--- src/sv/bpd_pkg.sv ---
// ----------------------------------------------------------------------------
// bpd_pkg
// Shared types and codes for the battery presence detector.
// ----------------------------------------------------------------------------
package bpd_pkg;

  localparam int unsigned CfgIdxW  = 3;
  localparam int unsigned CfgDataW = 32;
  localparam int unsigned InDataW  = 64;
  localparam int unsigned OutDataW = 8;

  // Rule that decided a sample
  typedef enum logic [2:0] {
    DEC_STRONG    = 3'd0,
    DEC_HUNT      = 3'd1,
    DEC_UNDERVOLT = 3'd2,
    DEC_OPENED    = 3'd3,
    DEC_ACCUM     = 3'd4,
    DEC_SWING     = 3'd5,
    DEC_CALM      = 3'd6
  } decision_e;

  // Configuration register indexes
  typedef enum logic [CfgIdxW-1:0] {
    REG_STRONG_CURRENT = 3'd0,
    REG_HUNT_LOW       = 3'd1,
    REG_HUNT_HIGH      = 3'd2,
    REG_MIN_RAIL       = 3'd3,
    REG_WINDOW_LENGTH  = 3'd4,
    REG_SWING_LIMIT    = 3'd5,
    REG_CALM_NEEDED    = 3'd6,
    REG_CHARGE_CURRENT = 3'd7
  } cfg_reg_e;

  typedef struct packed {
    logic        [14:0] strong_current_ma;
    logic signed [15:0] hunt_low_ma;
    logic signed [15:0] hunt_high_ma;
    logic        [14:0] min_rail_mv;
    logic        [31:0] window_length_us;
    logic        [14:0] swing_limit_mv;
    logic        [1:0]  calm_windows_needed;
    logic signed [15:0] charge_current_ma;
  } cfg_t;

  typedef struct packed {
    logic        present_flag;
    logic [1:0]  calm_count;
    logic        window_open;
    logic [31:0] window_start_us;
    logic [14:0] window_min_mv;
    logic [14:0] window_max_mv;
  } state_t;

  typedef struct packed {
    logic [31:0]        sample_time_us;
    logic [14:0]        rail_voltage_mv;
    logic               charger_status;
    logic signed [15:0] pack_current_ma;
  } sample_t;

  typedef struct packed {
    decision_e decision_code;
    logic      battery_charging;
    logic      battery_present;
  } result_t;

  localparam cfg_t CfgReset = '{
    strong_current_ma:   15'd25,
    hunt_low_ma:         -16'sd10,
    hunt_high_ma:        16'sd15,
    min_rail_mv:         15'd6000,
    window_length_us:    32'd1000000,
    swing_limit_mv:      15'd400,
    calm_windows_needed: 2'd2,
    charge_current_ma:   16'sd15
  };

endpackage

--- src/sv/bpd_rules.sv ---
// ----------------------------------------------------------------------------
// bpd_rules
// One pass of the presence rules: next detector state and the result.
// ----------------------------------------------------------------------------
module bpd_rules
  import bpd_pkg::*;
(
  input  cfg_t    cfg_i,
  input  state_t  state_i,
  input  sample_t sample_i,
  output state_t  state_o,
  output result_t result_o
);

  logic signed [16:0] cur_x;
  logic signed [16:0] strong_pos;
  logic signed [16:0] strong_neg;
  logic               is_strong;
  logic               is_hunt;
  logic               is_undervolt;
  logic [14:0]        mv;
  logic [14:0]        min_upd;
  logic [14:0]        max_upd;
  logic [14:0]        swing;
  logic [31:0]        elapsed;
  logic               window_done;
  logic [1:0]         calm_inc;
  decision_e          code;

  assign mv         = sample_i.rail_voltage_mv;
  assign cur_x      = {sample_i.pack_current_ma[15], sample_i.pack_current_ma};
  assign strong_pos = $signed({2'b00, cfg_i.strong_current_ma});
  assign strong_neg = -strong_pos;

  assign is_strong    = (cur_x >= strong_pos) || (cur_x <= strong_neg);
  assign is_hunt      = sample_i.charger_status
                        && (sample_i.pack_current_ma > cfg_i.hunt_low_ma)
                        && (sample_i.pack_current_ma < cfg_i.hunt_high_ma);
  assign is_undervolt = mv < cfg_i.min_rail_mv;

  assign min_upd     = (mv < state_i.window_min_mv) ? mv : state_i.window_min_mv;
  assign max_upd     = (mv > state_i.window_max_mv) ? mv : state_i.window_max_mv;
  assign swing       = max_upd - min_upd;
  assign elapsed     = sample_i.sample_time_us - state_i.window_start_us;
  assign window_done = !(elapsed < cfg_i.window_length_us);

  // calm_count only climbs while below the threshold, so it never wraps
  assign calm_inc = (state_i.calm_count < cfg_i.calm_windows_needed)
                    ? state_i.calm_count + 2'd1 : state_i.calm_count;

  always_comb begin
    state_o = state_i;
    code    = DEC_ACCUM;
    if (is_strong) begin
      state_o.present_flag = 1'b1;
      state_o.calm_count   = cfg_i.calm_windows_needed;
      state_o.window_open  = 1'b0;
      code                 = DEC_STRONG;
    end else if (is_hunt || is_undervolt) begin
      state_o.present_flag = 1'b0;
      state_o.calm_count   = 2'd0;
      state_o.window_open  = 1'b0;
      code                 = is_hunt ? DEC_HUNT : DEC_UNDERVOLT;
    end else if (!state_i.window_open) begin
      state_o.window_open     = 1'b1;
      state_o.window_start_us = sample_i.sample_time_us;
      state_o.window_min_mv   = mv;
      state_o.window_max_mv   = mv;
      code                    = DEC_OPENED;
    end else if (!window_done) begin
      state_o.window_min_mv = min_upd;
      state_o.window_max_mv = max_upd;
      code                  = DEC_ACCUM;
    end else begin
      // window closes and the next one opens on this sample
      state_o.window_start_us = sample_i.sample_time_us;
      state_o.window_min_mv   = mv;
      state_o.window_max_mv   = mv;
      if (swing >= cfg_i.swing_limit_mv) begin
        state_o.present_flag = 1'b0;
        state_o.calm_count   = 2'd0;
        code                 = DEC_SWING;
      end else begin
        state_o.calm_count = calm_inc;
        if (calm_inc >= cfg_i.calm_windows_needed) begin
          state_o.present_flag = 1'b1;
        end
        code = DEC_CALM;
      end
    end
  end

  assign result_o.battery_present  = state_o.present_flag;
  assign result_o.battery_charging = state_o.present_flag
                                     && (sample_i.pack_current_ma >= cfg_i.charge_current_ma);
  assign result_o.decision_code    = code;

endmodule

--- src/sv/battery_presence_detector.sv ---
// ----------------------------------------------------------------------------
// battery_presence_detector
// Decides battery presence and charging from a stream of poll samples.
// ----------------------------------------------------------------------------
// Each sample transfer (pack current, charger status, rail voltage, timestamp)
// yields exactly one result transfer (present, charging, decision code), in
// order. A strong current in either direction marks the pack present; a
// charger hunting inside its current band or a rail below the minimum marks it
// absent and closes the voltage window; otherwise the rail min/max is tracked
// over a timed window, and at window close a large swing clears presence while
// enough consecutive calm windows set it. Elapsed time is the timestamp
// difference modulo 2^32. Throughput is one sample per clock while the result
// stream is not stalled. A sample waits in the input register until one pass
// of the rule logic loads its result into the result register, which happens
// when that register is free or being drained. The detector state is updated
// as each sample leaves the input register, so consecutive samples see each
// other's effect with no bubble. Configuration writes take effect on the next
// edge and are intended only while no sample is in flight.
// ----------------------------------------------------------------------------
module battery_presence_detector
  import bpd_pkg::*;
(
  input  logic                clk_i,
  input  logic                rst_ni,
  // configuration write port
  input  logic                cfg_we_i,
  input  logic [CfgIdxW-1:0]  cfg_idx_i,
  input  logic [CfgDataW-1:0] cfg_wdata_i,
  // sample stream
  input  logic                s_axis_tvalid,
  output logic                s_axis_tready,
  // [15:0] pack_current_ma, [16] charger_status, [31:17] rail_voltage_mv,
  // [63:32] sample_time_us
  input  logic [InDataW-1:0]  s_axis_tdata,
  // result stream
  output logic                m_axis_tvalid,
  input  logic                m_axis_tready,
  // [0] battery_present, [1] battery_charging, [4:2] decision_code, [7:5] zero
  output logic [OutDataW-1:0] m_axis_tdata
);

  cfg_t    cfg_q;
  state_t  state_q;
  state_t  state_d;
  sample_t in_q;
  logic    in_valid_q;
  result_t res_d;
  result_t res_q;
  logic    out_valid_q;
  logic    advance;
  logic    take_in;

  // A sample moves to the result register when that register is free or
  // being drained this cycle; the input register refills in the same cycle.
  assign advance       = in_valid_q && (!out_valid_q || m_axis_tready);
  assign s_axis_tready = !in_valid_q || advance;
  assign take_in       = s_axis_tvalid && s_axis_tready;

  // Configuration registers
  always_ff @(posedge clk_i or negedge rst_ni) begin
    if (!rst_ni) begin
      cfg_q <= CfgReset;
    end else if (cfg_we_i) begin
      case (cfg_reg_e'(cfg_idx_i))
        REG_STRONG_CURRENT: cfg_q.strong_current_ma   <= cfg_wdata_i[14:0];
        REG_HUNT_LOW:       cfg_q.hunt_low_ma         <= $signed(cfg_wdata_i[15:0]);
        REG_HUNT_HIGH:      cfg_q.hunt_high_ma        <= $signed(cfg_wdata_i[15:0]);
        REG_MIN_RAIL:       cfg_q.min_rail_mv         <= cfg_wdata_i[14:0];
        REG_WINDOW_LENGTH:  cfg_q.window_length_us    <= cfg_wdata_i[31:0];
        REG_SWING_LIMIT:    cfg_q.swing_limit_mv      <= cfg_wdata_i[14:0];
        REG_CALM_NEEDED:    cfg_q.calm_windows_needed <= cfg_wdata_i[1:0];
        REG_CHARGE_CURRENT: cfg_q.charge_current_ma   <= $signed(cfg_wdata_i[15:0]);
        default:            cfg_q                     <= cfg_q;
      endcase
    end
  end

  // Input register
  always_ff @(posedge clk_i or negedge rst_ni) begin
    if (!rst_ni) begin
      in_valid_q <= 1'b0;
    end else if (s_axis_tready) begin
      in_valid_q <= s_axis_tvalid;
    end
  end

  always_ff @(posedge clk_i) begin
    if (take_in) begin
      in_q <= s_axis_tdata;
    end
  end

  // Rule evaluation
  bpd_rules u_rules (
    .cfg_i    (cfg_q),
    .state_i  (state_q),
    .sample_i (in_q),
    .state_o  (state_d),
    .result_o (res_d)
  );

  // Detector state, updated once per sample
  always_ff @(posedge clk_i or negedge rst_ni) begin
    if (!rst_ni) begin
      state_q <= '0;
    end else if (advance) begin
      state_q <= state_d;
    end
  end

  // Result register
  always_ff @(posedge clk_i or negedge rst_ni) begin
    if (!rst_ni) begin
      out_valid_q <= 1'b0;
    end else if (!out_valid_q || m_axis_tready) begin
      out_valid_q <= in_valid_q;
    end
  end

  always_ff @(posedge clk_i) begin
    if (advance) begin
      res_q <= res_d;
    end
  end

  assign m_axis_tvalid = out_valid_q;
  assign m_axis_tdata  = {3'b000, res_q};

  // Absent decisions never report presence
  a_absent_codes : assert property (@(posedge clk_i) disable iff (!rst_ni)
    out_valid_q && (res_q.decision_code == DEC_HUNT
                    || res_q.decision_code == DEC_UNDERVOLT
                    || res_q.decision_code == DEC_SWING)
    |-> !res_q.battery_present)
    else $error("absent decision reported present");

  a_strong_present : assert property (@(posedge clk_i) disable iff (!rst_ni)
    out_valid_q && (res_q.decision_code == DEC_STRONG) |-> res_q.battery_present)
    else $error("strong current did not set presence");

  a_charging_present : assert property (@(posedge clk_i) disable iff (!rst_ni)
    out_valid_q && res_q.battery_charging |-> res_q.battery_present)
    else $error("charging without presence");

  a_window_order : assert property (@(posedge clk_i) disable iff (!rst_ni)
    state_q.window_open |-> (state_q.window_max_mv >= state_q.window_min_mv))
    else $error("window max below min");

  a_open_after_accum : assert property (@(posedge clk_i) disable iff (!rst_ni)
    advance && (res_d.decision_code == DEC_OPENED || res_d.decision_code == DEC_ACCUM)
    |=> state_q.window_open)
    else $error("window not open after opening or accumulating sample");

endmodule

--- config.mk ---
export PLATFORM = sky130hd
export DESIGN_NAME = battery_presence_detector
export DESIGN_NICKNAME = d
export VERILOG_FILES = /design/src/sv/bpd_pkg.sv /design/src/sv/bpd_rules.sv /design/src/sv/battery_presence_detector.sv
export SDC_FILE = /design/constraint.sdc
export NUM_CORES = 1
export LEC_CHECK = 0
export ABC_AREA = 0
export BUFFER_PORTS_ARGS = -buffer_cell sky130_fd_sc_hd__buf_2
export CORE_MARGIN = 1.5
export CORE_UTILIZATION = 50
export CTS_CLUSTER_SIZE = 24
export DETAILED_ROUTE_END_ITERATION = 10
export PLACE_DENSITY_LB_ADDON = 0.1
export SKIP_CTS_REPAIR_TIMING = 1
export SLEW_MARGIN = 20
export SYNTH_ARGS = -nofsm -noshare
export SYNTH_HDL_FRONTEND = slang
export SYNTH_SLANG_ARGS = --single-unit
--- constraint.sdc ---
create_clock -name clk_i -period 16.4 [get_ports clk_i]
set_input_delay 4.1 -clock clk_i [delete_from_list [all_inputs] [get_ports clk_i]]
set_output_delay 4.1 -clock clk_i [all_outputs]
set_load 0.005 [all_outputs]
==> run metrics, run 1 <==
status completed; Cells after Synth around 1700; most used cell, CP buf_2; Clk pin slew, worst setup/hold paths 0.06 ns; Max-cap violations 0; worst skew pair latency roughly 0.58 ns; PD cells roughly 190 nW/um2; min Tclk post-route approximately 8.6 ns; Slew HR a little over a third; Initial Util 50.7%; Critical Path RT 12.30 ns; vias per inst 5.49; TritonCTS buffer count 29; final-report hold violation count 0; CP arrival between 4 and 5 ns; mapped cell area roughly 17000 um2; worst hold-check path type register to register; register area share after synthesis between 40% and 50%; root buffer cell clkbuf_16; CP max stage delay approximately 0.18 ns; actual slew at the worst max-slew pin ~1 ns; area delta synth->final 11.2%; drt first pass iters 5; CP max-delay cell nand3b_1; fraction of layout cells with a size suffix above 1 approximately a fifth; number of synthesized flops with an enable pin slightly below 70; Buf+Inv Stages, Crit Path 2; fmax roughly 120 MHz; vias in the first global route 12300; Cell variety after synth 81; # DRC 0; share of flip-flops with an asynchronous set or reset between 70% and 80%; CTS tree done; DRT Wirelength approximately 38000 um; final setup fails 0; RSZ-0062 raised after global routing no; Leak Pwr 8.69 nW; crit-path max FO 3; PnR worst setup slack 7.77 ns; IO Port Bufs 110; number of synthesis warnings 0; fin crit share between 50 and 60%; # IOs 114; Crit Path Category primary input to output pin; Detailed Place HPWL 27600 um; Clock Tree Buf Depth 3; Most used DFF post-synth dfrtp_1; initial drt markers 638; GPL Wtd Cong 0.810; largest net degree at the start of global routing 78; Die Wd roughly 190 um; Crit path max-delay family buffers and inverters; # nets final 2100; GRT Util Overall approximately 23%; Synth Register Bits around 260; DP Worst Slack 7.76 ns; Peak VDD IR between 100 and 150 uV; Avg Cell Area, Syn 10.1 um2; Worst setup SP type primary input; WL per Instance 16.9 um; die area ~35000 um2; DRT antenna net count 0; Cell Chain, Critical Path buf_2 -> nand3b_1 -> buf_2; first-pass GRT wire length 63400 um; Row Count 67; setup_tns 0 ns; Vias between 10000 and 15000; clk sinks about 260; Core Box Area roughly 33000 um2; Slew Limit Fails 0; Die Span Y around 190 um; CP endpoint kind output pin; initial antenna violation count 2; GRT overflow 0; CTS H-tree depth 1; clock skew ~0.012 ns
[registers in the layout, summed over array words and instances, names as in the netlist, named ones only]
register       cells
m_axis_tdata       5
in_valid_q         1
cfg_q            127
state_q           62
m_axis_tvalid      1
in_q              64
[kinds of logic (layout without fill, tap and decap cells)]
family | after synthesis | in the layout | synth area share, %
flip-flops | 264 | 264 | 41.4
AND/OR/NAND/NOR | 352 | 352 | 9.97
buffers and inverters | 253 | 380 | 5.94
other | 1 | 4 | 0.0222
multiplexers | 117 | 117 | 8.11
adder cells (fa/ha/maj) | 214 | 214 | 15.9
AO/OA/AOI/OAI | 420 | 420 | 15.7
XOR/XNOR | 55 | 55 | 2.85
[synthesized netlist by cell type (all sizes together) (41+ instances only)]
cell type | number | share of area, %
a21oi | 100 | 3.0
nor2 | 75 | 1.7
o21ai | 151 | 4.5
dfrtp | 152 | 23
inv | 204 | 4.5
edfxtp | 69 | 12
mux2 | 111 | 7.8
nand2 | 136 | 3.0
dfstp | 43 | 6.7
xnor2 | 41 | 2.1
ha | 212 | 16
a21o | 55 | 2.4
[power breakdown]
| part | internal [mW] | total (mW) | switching, mW |
|---|---|---|---|
| registers | 0.859 | 0.961 | 0.102 |
| logic | 0.863 | 1.92 | 1.06 |
| clock network | 0.343 | 0.616 | 0.273 |
[final timing paths]
check / from / end / slack, ns / cells past startpoint
worst min-delay path: in_valid_q / m_axis_tvalid / 0.50 / 1
worst max register to register: in_q[23] / state_q[64] / 9.78 / 23
max in group asynchronous: rst_ni / cfg_q[24] / 11.47 / 2
min in group asynchronous: rst_ni / cfg_q[113] / 3.55 / 1
worst max-delay path: m_axis_tready / s_axis_tready / 7.77 / 3
worst min register to register: in_valid_q / m_axis_tvalid / 0.50 / 1
[worst reg2reg max path: cells and delay by family (launching register included)]
kind | cells | cell delay (ns)
compound gates | 15 | 4.34
fa+ha+maj | 3 | 0.89
flops | 1 | 0.52
simple gates | 3 | 0.46
mux | 1 | 0.20
xor+xnor | 1 | 0.16
[stage by stage]
| step | hold WS [ns] | cells | utilization [%] | cell area, um2 | power [mW] |
|---|---|---|---|---|---|
| 2_1_floorplan | 0.457 | 1678 | - | 16900 | 2.45 |
| 3_3_place_gp | 0.467 | 2199 | 53.6 | 17900 | 2.82 |
| 3_5_place_dp | 0.477 | 2199 | 53.6 | 17900 | 2.88 |
| 4_1_cts | 0.498 | 2253 | 56.3 | 18800 | 3.53 |
| 5_1_grt | 0.516 | 2253 | 56.3 | 18800 | 3.84 |
| 6_report | 0.495 | 2254 | 56.3 | 18800 | 3.50 |
[per-layer routing]
layer / vias to the layer above / GRT usage (%) / share of wire, % / wire length, um
met1: 5941 / 30.8 / 47 / 18000
met2: 234 / 37.8 / 46 / 17700
met4: 0 / 5.96 / 2.6 / 989
met3: 63 / 2.83 / 3.9 / 1510
met5: - / 0 / 0 / 0
li1: 6142 / - / - / -
[layout make-up]
cell class | count | area, um2
well taps | 448 | 561
flip-flops and latches | 264 | 7010
inverters | 205 | 769
clock buffers | 41 | 802
clock inverters | 13 | 91.3
fillers | 3083 | 14600
diodes | 1 | 2.50
repair buffers | 121 | 642
multi-input cells | 1161 | 8920
[layout by cell type, fill, tap and decap left out, drive strengths merged, types with 9 or more instances in the layout]
master  instances
a211oi         13
edfxtp         69
dfstp          43
nand4          26
nor2           75
xor2           14
clkinv          9
or3            12
nor2b          15
buf           120
clkbuf         42
ha            212
a21o           55
dfrtp         152
nand3          15
o21a           15
a31oi          12
mux2          111
nand2b         26
inv           206
xnor2          41
nor3           17
nand2         136
a21oi         100
o21ai         151
Power figures use the tool's default switching activity.
==> inputs of run 2 (changes only) <==
==> constraint.sdc (replaced) <==
create_clock -name clk_i -period 8.85 [get_ports clk_i]
set_input_delay 2.2125 -clock clk_i [delete_from_list [all_inputs] [get_ports clk_i]]
set_output_delay 2.2125 -clock clk_i [all_outputs]
set_load 0.005 [all_outputs]
==> run metrics, run 2 (synthesis gave the netlist of run 1 again) <==
met1 usage between 30% and 40%; Clk pin slew, worst setup/hold paths ~0.060 ns; WL per Instance between 15 and 20 um; Core Box Area 33400 um2; TritonCTS buffer count 31; Vias between 10000 and 15000; Die Span Y approximately 190 um; setup_tns 0 ns; FF-to-FF Start in_q[23]; Crit path max-delay family compound AO/OA/AOI/OAI gates; PD cells about 350 nW/um2; vias in the first global route approximately 12000; Die Wd 187 um; worst skew pair latency 0.59 ns; # IOs between 100 and 150; CP endpoint kind register; fill count between 3000 and 4000; Critical Path RT approximately 9.4 ns; final setup fails 0; Setup crit start in_q[23]; fraction of layout cells with a size suffix above 1 between 10% and 20%; Detailed Place HPWL between 20000 and 30000 um; CTS tree done; Top reg by flops cfg_q; Leak Pwr between 8 and 9 nW; DRT Wirelength roughly 38000 um; Initial Util 50.7%; most frequent cells in the layout ha_1 (212), inv_1 (204), dfrtp_1 (152); Clock Tree Buf Depth 3; worst hold-check path type register to register; GRT Util Overall about 22%; Top Registers cfg_q: 127 flops, in_q: 64 flops, state_q: 62 flops; initial drt markers 538; vias per inst 5.39; DRT antenna net count 0; Cell Chain, Critical Path ha_1 -> and3_1 -> a221o_1 -> a31oi_1 -> o21a_2 -> nor2_1 -> a21oi_1 -> ha_1 -> a21oi_1 -> o21ai_0 -> a32oi_1 -> a31oi_1 -> a2111oi_2 -> nor2_1 -> o41ai_2 -> xnor2_1 -> ha_1 -> a21o_1 -> a21oi_1 -> o21a_1 -> o21ai_0 -> o41ai_1 -> mux2_2; crit-path max FO 34; status completed; Worst setup SP type register; IO Port Bufs 110; actual slew at the worst max-slew pin between 1 and 1.5 ns; root buffer cell clkbuf_16; CP max-delay cell o21a_2; flop2flop setup slack ~2.4 ns; Crit Path Category register to register; fin crit share 72.5%; clk sinks 264; fmax around 160 MHz; CP max stage delay approximately 0.62 ns; min Tclk post-route 6.41 ns; CTS H-tree depth 1; first-pass GRT wire length roughly 62000 um; final-report hold violation count 0; Max-cap violations 0; commonest non-fill, non-tap cell in the layout ha_1; worst r2r path cells 23; die area roughly 35000 um2; # DRC 0; # nets final 2100; Peak VDD IR 189 uV; Core Util, Final a little under three fifths; GPL Wtd Cong between 0.8 and 0.9; Slew HR 26.0%; CP arrival ~7 ns; Row Count 67; met2 Usage GRT about 35%; Buf+Inv Stages, Crit Path 0; initial antenna violation count 1; Most Used Layer, Global Route met2; drt first pass iters 5; Placed Cells between 2000 and 2500; area delta synth->final 11.7%; largest net degree at the start of global routing approximately 120; Critical R2R Capture state_q[63]; clock skew around 0.011 ns; WHS Path Cells 1; max reg flops 127; Slew Limit Fails 0; WP depth 23; GRT overflow 0; Non-Filler Instances 2255; worst hold start in_valid_q; met3 usage roughly 3.2%; WHS Endpoint m_axis_tvalid; RSZ-0062 raised after global routing no
-- run 2: changes by cell type in the layout (fill, tap and decap cells not counted), sizes merged --
cell	delta
buf	-1
bufinv	+2
clkinv	+1
inv	-1
-- run 2: final cells by class --
type	instances	area (um2)	area share, %
Multi-Input combinational cell	1161	8920	47.2
Sequential cell	264	7010	37.1
Clock buffer	42	847	4.49
Inverter	205	769	4.08
Timing Repair Buffer	119	632	3.35
Tap cell	448	561	2.97
Clock inverter	15	144	0.762
Antenna cell	1	2.50	0.0133
-- run 2: metrics by stage --
| stage | total power, mW | cell area (um2) | hold WS [ns] | setup slack, ns |
|---|---|---|---|---|
| global route | 7.20 | 18900 | 0.514 | 1.87 |
| global placement | 5.24 | 17900 | 0.468 | 2.51 |
| CTS | 6.62 | 18900 | 0.496 | 2.34 |
| floorplan | 4.54 | 16900 | 0.457 | 3.02 |
| finish | 6.57 | 18900 | 0.492 | 2.44 |
| detailed placement | 5.32 | 17900 | 0.483 | 2.39 |
-- run 2: report_power, final --
group	total (mW)	switching [mW]	internal, mW	leakage [nW]
Clock	1.24	0.517	0.727	0.480
Combinational	3.54	1.94	1.60	5.31
Sequential	1.79	0.195	1.59	2.94
-- run 2: worst max-delay path by stage --
| stage | endpoint | slack, ns |
|---|---|---|
| floorplan | m_axis_tdata[2] | 3.02 |
| global placement | state_q[29] | 2.51 |
| detailed placement | state_q[14] | 2.39 |
| CTS | state_q[14] | 2.34 |
| global route | state_q[29] | 1.87 |
| finish | state_q[63] | 2.44 |
-- run 2: worst register-to-register path, cell delays in order (launching register included) --
cell	delay (ns)
edfxtp_1	0.51
ha_1	0.34
and3_1	0.19
a221o_1	0.34
a31oi_1	0.26
o21a_2	0.62
nor2_1	0.09
a21oi_1	0.26
ha_1	0.29
a21oi_1	0.27
o21ai_0	0.14
a32oi_1	0.27
a31oi_1	0.22
a2111oi_2	0.40
nor2_1	0.15
o41ai_2	0.33
xnor2_1	0.17
ha_1	0.27
a21o_1	0.19
a21oi_1	0.14
o21a_1	0.21
o21ai_0	0.15
o41ai_1	0.34
mux2_2	0.21
-- run 2: routing by layer --
| layer | share of wire [%] | wire length, um | vias to the layer above |
|---|---|---|---|
| met5 | 0 | 0 | - |
| met4 | 2.5 | 936 | 0 |
| met3 | 4.0 | 1500 | 55 |
| met2 | 45 | 17200 | 231 |
| met1 | 48 | 18200 | 5722 |
| li1 | - | - | 6143 |
==> inputs of run 3 (changes only) <==
==> constraint.sdc (replaced) <==
create_clock -name clk_i -period 6.15 [get_ports clk_i]
set_input_delay 1.5375 -clock clk_i [delete_from_list [all_inputs] [get_ports clk_i]]
set_output_delay 1.5375 -clock clk_i [all_outputs]
set_load 0.005 [all_outputs]
==> run metrics, run 3 (synthesis gave the netlist of run 1 again) <==
WL per Instance around 17 um; Peak VDD IR ~280 uV; GPL Wtd Cong ~0.84; IO Port Bufs 110; vias per inst approximately 5.4; GRT overflow 0; flop2flop setup slack around 0.43 ns; Clock Tree Buf Depth 3; initial antenna violation count 2; Max-cap violations 0; drt first pass iters 5; Top reg by flops cfg_q; Worst setup SP type register; # DRC 0; TritonCTS buffer count 31; sw frac between 40 and 50%; status completed; GRT Util Overall between 20% and 30%; PnR worst setup slack about 0.43 ns; Die Span Y 187 um; min Tclk post-route around 5.7 ns; Vias around 12000; fin crit share ~93%; Clock Power Share about a fifth; fmax between 150 and 200 MHz; actual slew at the worst max-slew pin roughly 1 ns; Clk pin slew, worst setup/hold paths roughly 0.060 ns; WHS Path Cells 1; CP arrival ~6.2 ns; Critical R2R Capture state_q[63]; Slew Limit Fails 0; WHS Endpoint cfg_q[33]; Slew HR around a third; CTS tree done; Top Registers cfg_q: 127 flops, in_q: 64 flops, state_q: 62 flops; die area roughly 35000 um2; final-report hold violation count 0; RSZ-0062 raised after global routing no; Comb pwr share roughly 55%; Final Hold Slack between 0.5 and 0.6 ns; root buffer cell clkbuf_16; Detailed Place HPWL 28300 um; max reg flops roughly 130; fill count 2991; DP Worst Slack roughly 0.26 ns; final setup fails 0; worst r2r path cells 23; # IOs between 100 and 150; worst hold-check path type register to register; FF/Latch Area between 7000 and 8000 um2; clk sinks about 260; vias in the first global route approximately 12000; part of the power in registers a little over a quarter; Crit Path Category register to register; commonest non-fill, non-tap cell in the layout ha_1; DRT Wirelength between 30000 and 40000 um; PD cells just over 500 nW/um2; Critical Path RT between 6 and 7 ns; Switch Pwr approximately 3.9 mW; most frequent cells in the layout ha_1 (212), inv_1 (204), dfrtp_1 (152); Row Count 67; FF-to-FF Start in_q[23]; fraction of layout cells with a size suffix above 1 around a fifth; area delta synth->final 13.0%; Core Box Area between 30000 and 40000 um2; worst skew pair latency a little under 0.6 ns; # nets final about 2100; multi-input logic area about 9000 um2; Cell Int Power approximately 5.7 mW; CTS H-tree depth 1; first-pass GRT wire length 62900 um; largest net degree at the start of global routing 101; Die Wd 187 um; Leak Pwr 8.84 nW; Final Cell Area about 19000 um2; Initial Util 50.7%; dpl cell area around 18000 um2; setup_tns 0 ns; clock skew between 0.01 and 0.015 ns; crit-path max FO 7; Setup crit start in_q[23]; initial drt markers between 500 and 600; CP endpoint kind register; worst hold start cfg_q[33]; DRT antenna net count 0
[run 3: cell types whose count changed in the layout (fill, tap and decap cells not counted), sizes merged]
cell,change
bufinv,-1
clkbuf,+11
clkinvlp,-3
buf,+16
clkinv,-5
[run 3: through the flow]
step           std cells  total power [mW]  utilization [%]
5_1_grt             2273              10.5             57.2
3_3_place_gp        2214              7.63             54.1
2_1_floorplan       1678              6.53                -
3_5_place_dp        2214              7.75             54.1
4_1_cts             2272              9.63             57.1
6_report            2273              9.61             57.2
[run 3: area by class of cell]
class	instances	share of cell area, %
Tap cell	448	2.93
Antenna cell	1	0.0131
Clock inverter	6	0.308
Multi-Input combinational cell	1161	46.9
Timing Repair Buffer	136	4.15
Clock buffer	52	5.00
Sequential cell	264	36.7
Inverter	205	4.03
[run 3: worst max-delay path, stage by stage (launching register included)]
cell	delay [ns]
edfxtp_1	0.50
ha_1	0.34
and3_1	0.21
a221o_1	0.34
a31oi_1	0.20
o21a_2	0.23
nor2_1	0.06
a21oi_1	0.23
ha_1	0.30
a21oi_2	0.20
o21ai_0	0.11
a32oi_1	0.27
a31oi_2	0.19
a2111oi_2	0.41
nor2_1	0.14
o41ai_2	0.32
xnor2_1	0.16
ha_1	0.26
a21o_1	0.17
a21oi_1	0.13
o21a_1	0.21
o21ai_0	0.14
o41ai_1	0.33
mux2_2	0.20
[run 3: power by group through the flow]
stage	Clock [mW]	Sequential (mW)	Combinational (mW)
after global placement	0	2.57	5.06
final	1.81	2.55	5.24
after CTS	1.86	2.56	5.21
after detailed placement	0	2.58	5.17
after floorplan	0	2.50	4.03
after global routing	1.93	2.61	5.96
[run 3: worst max-delay path by stage]
stage	to	slack [ns]	cells past startpoint
finish	state_q[63]	0.43	23
detailed placement	register	0.26	21
global placement	state_q[41]	0.34	25
floorplan	m_axis_tdata[2]	0.32	25
global route	m_axis_tdata[2]	0.02	23
CTS	state_q[29]	0.19	21
[run 3: layer usage]
metal | track usage [%] | vias up | wire (um)
li1 | - | 6180 | -
met1 | 30.7 | 5892 | 18200
met2 | 37.4 | 248 | 17900
met3 | 3.41 | 60 | 1750
met4 | 5.86 | 0 | 999
met5 | 0 | - | 0
